`config.mk`:
```
export PLATFORM = sky130hd
export DESIGN_NAME = plist_ram
export DESIGN_NICKNAME = d
export VERILOG_FILES = /design/src/sv/plist_ram.sv
export SDC_FILE = /design/constraint.sdc
export NUM_CORES = 1
export LEC_CHECK = 0
export BUFFER_PORTS_ARGS = -buffer_cell sky130_fd_sc_hd__buf_2
export CORE_ASPECT_RATIO = 1.25
export CORE_MARGIN = 1
export CORE_UTILIZATION = 50
export CTS_BUF_LIST = sky130_fd_sc_hd__clkbuf_16
export DETAILED_ROUTE_END_ITERATION = 10
export PLACE_DENSITY = 0.7
export REMOVE_ABC_BUFFERS = 1
export SLEW_MARGIN = 20
export SYNTH_ARGS = -nofsm -noshare
export SYNTH_HDL_FRONTEND = slang
export SYNTH_SLANG_ARGS = --single-unit
```
`constraint.sdc`:
```
create_clock -name clock -period 2.23 [get_ports clock]
set_input_delay 0.669 -clock clock [delete_from_list [all_inputs] [get_ports clock]]
set_output_delay 0.669 -clock clock [all_outputs]
set_load 0.02 [all_outputs]
```
`src/sv/plist_ram.sv`:
```
`default_nettype none
// ----------------------------------------------------------------------------
// Positional list RAM
// Generic simple dual-port RAM: one write port, one read port, registered read.
// ----------------------------------------------------------------------------
module plist_ram #(
   parameter int WIDTH = 8,
   parameter int DEPTH = 16
) (
   input  wire logic                     clock,
   input  wire logic                     wr_en,
   input  wire logic [$clog2(DEPTH)-1:0] wr_addr,
   input  wire logic [WIDTH-1:0]         wr_data,
   input  wire logic [$clog2(DEPTH)-1:0] rd_addr,
   output logic      [WIDTH-1:0]         rd_data
);

   logic [WIDTH-1:0] mem_ff [DEPTH];
   logic [WIDTH-1:0] rd_data_ff;

   // Write port.
   always_ff @(posedge clock) begin
      if (wr_en) begin
         mem_ff[wr_addr] <= wr_data;
      end
   end

   // Registered read port.
   always_ff @(posedge clock) begin
      rd_data_ff <= mem_ff[rd_addr];
   end

   assign rd_data = rd_data_ff;

endmodule : plist_ram
`default_nettype wire
```
==> results of run 1 <==
-- state kept, by name (all words and copies together), names as in the netlist --
register,count
mem_ff,128
rd_data,8
-- report_power, final --
part | internal, W | leakage, nW | switching (W)
sequential | 0.00286 | 1.22 | 0.0000185
combinational | 0.000121 | 0.617 | 0.000169
clock | 0.00160 | 0.284 | 0.000951
-- per-layer routing --
| metal | up-vias | wire, µm | GRT usage, % |
|---|---|---|---|
| li1 | 1091 | - | - |
| met2 | 99 | 4960 | 32.4 |
| met5 | - | 0 | 0 |
| met1 | 1251 | 3950 | 26.3 |
| met3 | 18 | 690 | 7.35 |
| met4 | 0 | 190 | 9.03 |
-- cell type report --
cell class	instances	area (µm²)	share of cell area, %
multi-input cells	83	1060	17.3
flip-flops and latches	136	4000	65.4
clock buffers	17	425	6.95
repair buffers	50	350	5.73
well taps	129	161	2.64
clock inverters	15	120	1.96
-- cells by family (layout without fill, tap and decap cells) --
group / count (synthesis) / after routing / synth area share, %
DFF: 136 / 136 / 77.8
and+or+nand+nor: 35 / 35 / 3.18
muxes: 32 / 32 / 15.0
AOI/OAI and AO/OA: 16 / 16 / 2.33
buffers and inverters: 10 / 82 / 1.68
-- metrics by stage --
stage,worst slack (ns),util (%),hold WS [ns]
2_1_floorplan,0.0681,-,0.629
3_3_place_gp,0.159,55.4,0.643
3_5_place_dp,0.149,55.4,0.652
4_1_cts,0.573,60.9,0.632
5_1_grt,0.525,60.9,0.636
6_report,0.570,60.9,0.644
-- cells in the final DEF, fill, tap and decap left out, drive strengths merged --
cell / n
or3b: 1
bufinv: 2
clkinv: 10
mux4: 32
a22oi: 16
nor3: 4
nor2: 13
edfxtp: 128
nand2: 9
and2: 1
and2b: 1
nand3: 1
inv: 3
dfxtp: 8
clkbuf: 17
buf: 50
nor2b: 1
nand2b: 2
nand3b: 2
-- path summary, 6_finish.rpt --
path / start / end / slack [ns] / depth (start not counted)
min: wr_data[5] / mem_ff[13][5]$_DFFE_PP_ / 0.64 / 1
max reg2reg: mem_ff[11][7]$_DFFE_PP_ / rd_data[7]$_DFF_P_ / 0.85 / 3
min reg2reg: mem_ff[4][3]$_DFFE_PP_ / rd_data[3]$_DFF_P_ / 0.67 / 3
max: rd_addr[0] / rd_data[7]$_DFF_P_ / 0.57 / 5
-- critical path, delay by kind of cell --
kind	cells	cell delay (ns)
AO/OA/AOI/OAI	1	0.31
AND/OR/NAND/NOR	1	0.11
buffers and inverters	2	0.31
multiplexers	1	0.52
==> impl_metrics.prom, run 1 <==
# TYPE chip_impl_metric gauge
chip_impl_metric{name="cts.repair_timing.setup_buffer_count",unit=""} 0
chip_impl_info{name="status",value="completed"} 1
chip_impl_info{name="critPathSlowestCell",value="sky130_fd_sc_hd__mux4_2"} 1
chip_impl_metric{name="final-max-slew-violation-count",unit=""} 0
chip_impl_metric{name="timing.fmax",unit="MHz"} 602
chip_impl_metric{name="drt_wl_total",unit="µm"} 9790
chip_impl_metric{name="first_global_vias",unit=""} 2485
chip_impl_info{name="clock_tree.root_cell",value="sky130_fd_sc_hd__clkbuf_16"} 1
chip_impl_metric{name="first_pass_iters",unit=""} 4
chip_impl_metric{name="placed_instance_area",unit="mm²"} 0.00557
chip_impl_metric{name="final-instance-count-excl-fill",unit=""} 430
chip_impl_metric{name="numClockSinks",unit=""} 136
chip_impl_info{name="crit_path_cell_trace",value="buf_2, buf_12, mux4_2, a22oi_1, nand2_1"} 1
chip_impl_metric{name="clock_tree.buffer_depth",unit=""} 2
chip_impl_metric{name="place.port_buffers",unit=""} 25
chip_impl_metric{name="core_region_area",unit="mm²"} 0.0101
chip_impl_metric{name="cts-resized-gates",unit=""} 0
chip_impl_info{name="netlist_top_cells_count",value="sky130_fd_sc_hd__edfxtp_1 (128), sky130_fd_sc_hd__mux4_2 (18), sky130_fd_sc_hd__a22oi_1 (16), sky130_fd_sc_hd__mux4_1 (14), sky130_fd_sc_hd__nor2_1 (13)"} 1
chip_impl_metric{name="fraction_of_layout_instances_using_a_drive_strength_above_1",unit="%"} 31.2
chip_impl_metric{name="synth.distinct_cells",unit=""} 19
chip_impl_metric{name="max_cap_viol_count",unit=""} 0
chip_impl_info{name="worstSetupPathType",value="in2reg"} 1
chip_impl_metric{name="final.fill_count",unit=""} 720
chip_impl_metric{name="holdBufCountCts",unit=""} 0
chip_impl_metric{name="synth-seq-cells",unit=""} 136
chip_impl_metric{name="wl_per_cell",unit="µm"} 22.8
chip_impl_metric{name="ant_nets",unit=""} 0
chip_impl_metric{name="cp_max_fo",unit=""} 15
chip_impl_metric{name="synth_top_area_share",unit="%"} 74.7
chip_impl_metric{name="finClkSkew",unit="ns"} 0.00582
chip_impl_metric{name="antenna-diode-count",unit=""} 0
chip_impl_metric{name="ios",unit=""} 26
chip_impl_info{name="synth_top_area_cell",value="sky130_fd_sc_hd__edfxtp_1"} 1
chip_impl_metric{name="grt_first_pass_wirelength",unit="µm"} 14600
chip_impl_metric{name="leakage",unit="nW"} 2.12
chip_impl_info{name="postSynth.topFlopCell",value="sky130_fd_sc_hd__edfxtp_1"} 1
chip_impl_metric{name="fp.dieArea",unit="mm²"} 0.0107
chip_impl_metric{name="synth.yosys.seq_area_share",unit="%"} 77.8
chip_impl_metric{name="die_width",unit="µm"} 92.8
chip_impl_metric{name="max_stage_delay",unit="ns"} 0.52
chip_impl_metric{name="dp_cells",unit=""} 398
chip_impl_metric{name="asyncSetResetFlopFracSynth",unit="%"} 0
chip_impl_metric{name="total_power_divided_by_cell_area",unit="mW/mm²"} 935
chip_impl_metric{name="overflow",unit=""} 0
chip_impl_metric{name="finalInstanceArea",unit="mm²"} 0.00612
chip_impl_metric{name="die_ht",unit="µm"} 115
chip_impl_info{name="kind_of_launch_point_of_the_worst_setup_path",value="input port"} 1
chip_impl_metric{name="total_power_consumption_of_the_routed_design",unit="W"} 0.00572
chip_impl_metric{name="initial_utilization",unit="%"} 51.2
chip_impl_metric{name="arrival",unit="ns"} 1.94
chip_impl_metric{name="yosysWarnings",unit=""} 0
chip_impl_metric{name="htree_levels",unit=""} 4
chip_impl_metric{name="vias",unit=""} 2459
chip_impl_metric{name="number_of_antenna_violations_at_the_first_check_in_global_routing",unit=""} 0
chip_impl_metric{name="hpwl",unit="µm"} 6170
chip_impl_metric{name="finalSetupViolCount",unit=""} 0
chip_impl_metric{name="worst_skew_pair.late_latency",unit="ns"} 0.41
chip_impl_metric{name="cts_inserted_buffers",unit=""} 17
chip_impl_info{name="post_synth_main_area_contributors",value="sky130_fd_sc_hd__edfxtp_1 (75%), sky130_fd_sc_hd__mux4_2 (7.9%), sky130_fd_sc_hd__mux4_1 (7.1%)"} 1
chip_impl_metric{name="gr-usage-all-layers",unit="%"} 20.6
chip_impl_metric{name="finalHoldViolations",unit=""} 0
chip_impl_metric{name="synth_instances",unit=""} 229
chip_impl_metric{name="cts.reportedPaths.clkPinSlew",unit="ns"} 0.06
chip_impl_metric{name="synth_enable_flop_cells",unit=""} 128
chip_impl_metric{name="drc",unit=""} 0
chip_impl_info{name="holdCritPathClass",value="in2reg"} 1
chip_impl_info{name="yosys.cell_count.top_type",value="sky130_fd_sc_hd__edfxtp_1"} 1
chip_impl_info{name="setup.worst_path.end_class",value="flip-flop"} 1
chip_impl_metric{name="vdd_drop_max",unit="µV"} 645
chip_impl_info{name="tritoncts",value="yes"} 1
chip_impl_metric{name="fin_tns_setup",unit="ns"} 0
chip_impl_metric{name="timing.final.crit_period",unit="ns"} 1.66
chip_impl_metric{name="mapped_cell_area",unit="mm²"} 0.00515
chip_impl_metric{name="critical_path_required",unit="ns"} 2.51
chip_impl_metric{name="drt_iter0_drc",unit=""} 197
chip_impl_metric{name="design.final.nets",unit=""} 306
chip_impl_metric{name="syn2layout_area_growth",unit="%"} 18.9
chip_impl_info{name="unrepaired_setup_endpoints_after_global_routing",value="no"} 1
chip_impl_metric{name="route.detailed.vias_per_inst",unit=""} 5.72
chip_impl_metric{name="min_period_over_period",unit="%"} 74.4
chip_impl_metric{name="syn-mean-instance-area",unit="µm²"} 22.5
chip_impl_metric{name="placementRows",unit=""} 41
chip_impl_metric{name="slew_at_the_pin_with_the_worst_max_slew_slack",unit="ns"} 0.685
chip_impl_metric{name="placer_s_final_routability_congestion_estimate",unit=""} 0.837
chip_impl_metric{name="maxSlewHeadroom",unit="%"} 54.2
chip_impl_metric{name="pin_count_of_the_biggest_net_entering_global_routing",unit=""} 33
Note: power is estimated with default switching activity, not from simulation.
==> run 2, diff against run 1 <==
--- a/config.mk
+++ b/config.mk
@@ -11,7 +11,7 @@
 export CORE_UTILIZATION = 50
 export CTS_BUF_LIST = sky130_fd_sc_hd__clkbuf_16
 export DETAILED_ROUTE_END_ITERATION = 10
-export PLACE_DENSITY = 0.7
+export PLACE_DENSITY = 0.67
 export REMOVE_ABC_BUFFERS = 1
 export SLEW_MARGIN = 20
 export SYNTH_ARGS = -nofsm -noshare
==> constraint.sdc (replaced) <==
create_clock -name clock -period 1.73 [get_ports clock]
set_input_delay 0.519 -clock clock [delete_from_list [all_inputs] [get_ports clock]]
set_output_delay 0.519 -clock clock [all_outputs]
set_load 0.02 [all_outputs]
==> run 2 against run 1 <==
Compared with the run above:
- via count is 0.77% higher
- highest routed layer unchanged
- register-to-register slack worse by 0.48 ns
- largest power group unchanged
- combinational power is 29% higher
==> impl_metrics.prom, run 2 (synthesis gave the netlist of run 1 again) <==
# TYPE chip_impl_metric gauge
chip_impl_info{name="setup.worst_path.end_class",value="flip-flop"} 1
chip_impl_metric{name="htree_levels",unit=""} 4
chip_impl_metric{name="total_power_divided_by_cell_area",unit="mW/mm²"} 1220
chip_impl_metric{name="ant_nets",unit=""} 0
chip_impl_metric{name="leakage",unit="nW"} 2.15
chip_impl_info{name="kind_of_launch_point_of_the_worst_setup_path",value="input port"} 1
chip_impl_metric{name="grt_first_pass_wirelength",unit="µm"} 14100
chip_impl_metric{name="finClkSkew",unit="ns"} 0.00613
chip_impl_metric{name="final_critical_path_setup_slack",unit="ns"} 0.204
chip_impl_metric{name="initial_utilization",unit="%"} 51.2
chip_impl_info{name="clock_tree.root_cell",value="sky130_fd_sc_hd__clkbuf_16"} 1
chip_impl_metric{name="fin_tns_setup",unit="ns"} 0
chip_impl_metric{name="die_ht",unit="µm"} 115
chip_impl_metric{name="total_power_consumption_of_the_routed_design",unit="W"} 0.00756
chip_impl_metric{name="overflow",unit=""} 0
chip_impl_metric{name="dp_slack",unit="ns"} -0.233
chip_impl_info{name="worstReg2RegStart",value="mem_ff[1][3]$_DFFE_PP_"} 1
chip_impl_metric{name="worst_skew_pair.late_latency",unit="ns"} 0.40
chip_impl_metric{name="drc",unit=""} 0
chip_impl_metric{name="cts-resized-gates",unit=""} 0
chip_impl_metric{name="gr-usage-all-layers",unit="%"} 19.1
chip_impl_metric{name="cts.reportedPaths.clkPinSlew",unit="ns"} 0.05
chip_impl_metric{name="design.final.nets",unit=""} 312
chip_impl_metric{name="min_delay_path_depth",unit=""} 1
chip_impl_info{name="cp-startpoint",value="rd_addr[0]"} 1
chip_impl_metric{name="timing.fmax",unit="MHz"} 655
chip_impl_info{name="critPathCapture",value="rd_data[2]$_DFF_P_"} 1
chip_impl_info{name="holdCritPathClass",value="in2reg"} 1
chip_impl_metric{name="syn2layout_area_growth",unit="%"} 20.5
chip_impl_info{name="regMostFlops",value="mem_ff"} 1
chip_impl_metric{name="min_period_over_period",unit="%"} 88.2
chip_impl_metric{name="drt_iter0_drc",unit=""} 244
chip_impl_metric{name="slew_at_the_pin_with_the_worst_max_slew_slack",unit="ns"} 0.711
chip_impl_metric{name="pin_count_of_the_biggest_net_entering_global_routing",unit=""} 21
chip_impl_metric{name="fp.dieArea",unit="mm²"} 0.0107
chip_impl_info{name="mostFrequentLayoutCell",value="sky130_fd_sc_hd__edfxtp_1"} 1
chip_impl_info{name="worstSetupPathType",value="in2reg"} 1
chip_impl_info{name="r2r-end",value="rd_data[3]$_DFF_P_"} 1
chip_impl_metric{name="final.fill_count",unit=""} 738
chip_impl_metric{name="critical_path_required",unit="ns"} 2.01
chip_impl_metric{name="maxSlewHeadroom",unit="%"} 52.4
chip_impl_metric{name="worstRegToRegCells",unit=""} 3
chip_impl_metric{name="timing.final.crit_period",unit="ns"} 1.53
chip_impl_metric{name="worst-r2r-setup-slack",unit="ns"} 0.37
chip_impl_metric{name="holdBufCountCts",unit=""} 0
chip_impl_metric{name="drt_wl_total",unit="µm"} 9210
chip_impl_metric{name="final-max-slew-violation-count",unit=""} 0
chip_impl_metric{name="numClockSinks",unit=""} 136
chip_impl_metric{name="cts.repair_timing.setup_buffer_count",unit=""} 0
chip_impl_metric{name="wl_per_cell",unit="µm"} 21.2
chip_impl_metric{name="hpwl",unit="µm"} 6310
chip_impl_metric{name="antenna-diode-count",unit=""} 0
chip_impl_info{name="unrepaired_setup_endpoints_after_global_routing",value="no"} 1
chip_impl_metric{name="fraction_of_layout_instances_using_a_drive_strength_above_1",unit="%"} 34.0
chip_impl_info{name="tritoncts",value="yes"} 1
chip_impl_metric{name="arrival",unit="ns"} 1.81
chip_impl_metric{name="route.detailed.vias_per_inst",unit=""} 5.70
chip_impl_metric{name="placementRows",unit=""} 41
chip_impl_metric{name="placer_s_final_routability_congestion_estimate",unit=""} 0.703
chip_impl_metric{name="final_util",unit="%"} 61.7
chip_impl_metric{name="place.port_buffers",unit=""} 25
chip_impl_metric{name="ios",unit=""} 26
chip_impl_info{name="layout_common_cells",value="sky130_fd_sc_hd__edfxtp_1 (128), sky130_fd_sc_hd__buf_4 (28), sky130_fd_sc_hd__buf_2 (25)"} 1
chip_impl_metric{name="finalHoldViolations",unit=""} 0
chip_impl_metric{name="first_global_vias",unit=""} 2481
chip_impl_metric{name="cts_inserted_buffers",unit=""} 17
chip_impl_metric{name="vias",unit=""} 2478
chip_impl_metric{name="number_of_antenna_violations_at_the_first_check_in_global_routing",unit=""} 0
chip_impl_info{name="status",value="completed"} 1
chip_impl_metric{name="max_cap_viol_count",unit=""} 0
chip_impl_metric{name="cp_max_fo",unit=""} 20
chip_impl_metric{name="finalInstanceArea",unit="mm²"} 0.00620
chip_impl_metric{name="finalSetupViolCount",unit=""} 0
chip_impl_metric{name="first_pass_iters",unit=""} 4
chip_impl_metric{name="vdd_drop_max",unit="µV"} 972
chip_impl_metric{name="die_width",unit="µm"} 92.8
chip_impl_metric{name="largest_register_ff_count",unit=""} 128
chip_impl_metric{name="core_region_area",unit="mm²"} 0.0101
chip_impl_metric{name="placed_instance_area",unit="mm²"} 0.00562
chip_impl_metric{name="clock_tree.buffer_depth",unit=""} 2
==> run 2: cell types whose count changed in the layout (fill, tap and decap cells not counted) <==
cell / previous run / this run
sky130_fd_sc_hd__bufinv_16: 2 / 3
sky130_fd_sc_hd__clkinv_2: 5 / 3
sky130_fd_sc_hd__inv_1: 3 / 1
sky130_fd_sc_hd__clkinv_4: 1 / 0
sky130_fd_sc_hd__inv_6: 0 / 1
sky130_fd_sc_hd__clkinvlp_4: 0 / 5
sky130_fd_sc_hd__clkinv_1: 4 / 1
sky130_fd_sc_hd__buf_4: 22 / 28
==> run 2: worst min-delay path by stage <==
stage | start | endpoint | slack [ns]
final | wr_data[4] | mem_ff[11][4]$_DFFE_PP_ | 0.50
after global routing | wr_data[6] | mem_ff[5][6]$_DFFE_PP_ | 0.49
after CTS | wr_data[3] | mem_ff[4][3]$_DFFE_PP_ | 0.48
after detailed placement | mem_ff[12][3]$_DFFE_PP_ | rd_data[3]$_DFF_P_ | 0.66
after global placement | mem_ff[15][3]$_DFFE_PP_ | rd_data[3]$_DFF_P_ | 0.65
after floorplan | wr_data[0] | mem_ff[0][0]$_DFFE_PP_ | 0.62
==> run 2: worst max-delay path, cell delays in order <==
cell	delay [ns]
sky130_fd_sc_hd__buf_2	0.16
sky130_fd_sc_hd__buf_12	0.21
sky130_fd_sc_hd__mux4_1	0.58
sky130_fd_sc_hd__a22oi_1	0.22
sky130_fd_sc_hd__nand2_1	0.08
==> run 2: layer usage <==
metal / global-route usage [%] / vias to the layer above / share of wire, %
met4: 8.51 / 0 / 1.5
li1: - / 1103 / -
met3: 4.99 / 10 / 3.3
met5: 0 / - / 0
met1: 24.9 / 1289 / 43
met2: 30.8 / 76 / 52
==> run 2: power by group <==
| group | leakage, nW | total [W] | switching (W) | internal [W] |
|---|---|---|---|---|
| Combinational | 0.647 | 0.000373 | 0.000212 | 0.000161 |
| Sequential | 1.22 | 0.00371 | 0.0000205 | 0.00369 |
| Clock | 0.276 | 0.00348 | 0.00124 | 0.00224 |
| Total | 2.15 | 0.00756 | 0.00148 | 0.00608 |
==> run 2: final cells by class <==
cell class / instances / area (µm²) / area share, %
sequential: 136 / 4000 / 64.6
multi-input combinational: 83 / 1060 / 17.0
clock buffer: 17 / 425 / 6.86
timing repair buffer: 56 / 395 / 6.37
tap: 129 / 161 / 2.60
clock inverter: 14 / 159 / 2.56
==> run 2: metrics by stage <==
step,std cells,hold WS [ns]
2_1_floorplan,219,0.618
3_3_place_gp,404,0.654
3_5_place_dp,404,0.665
4_1_cts,435,0.484
5_1_grt,435,0.490
6_report,435,0.500
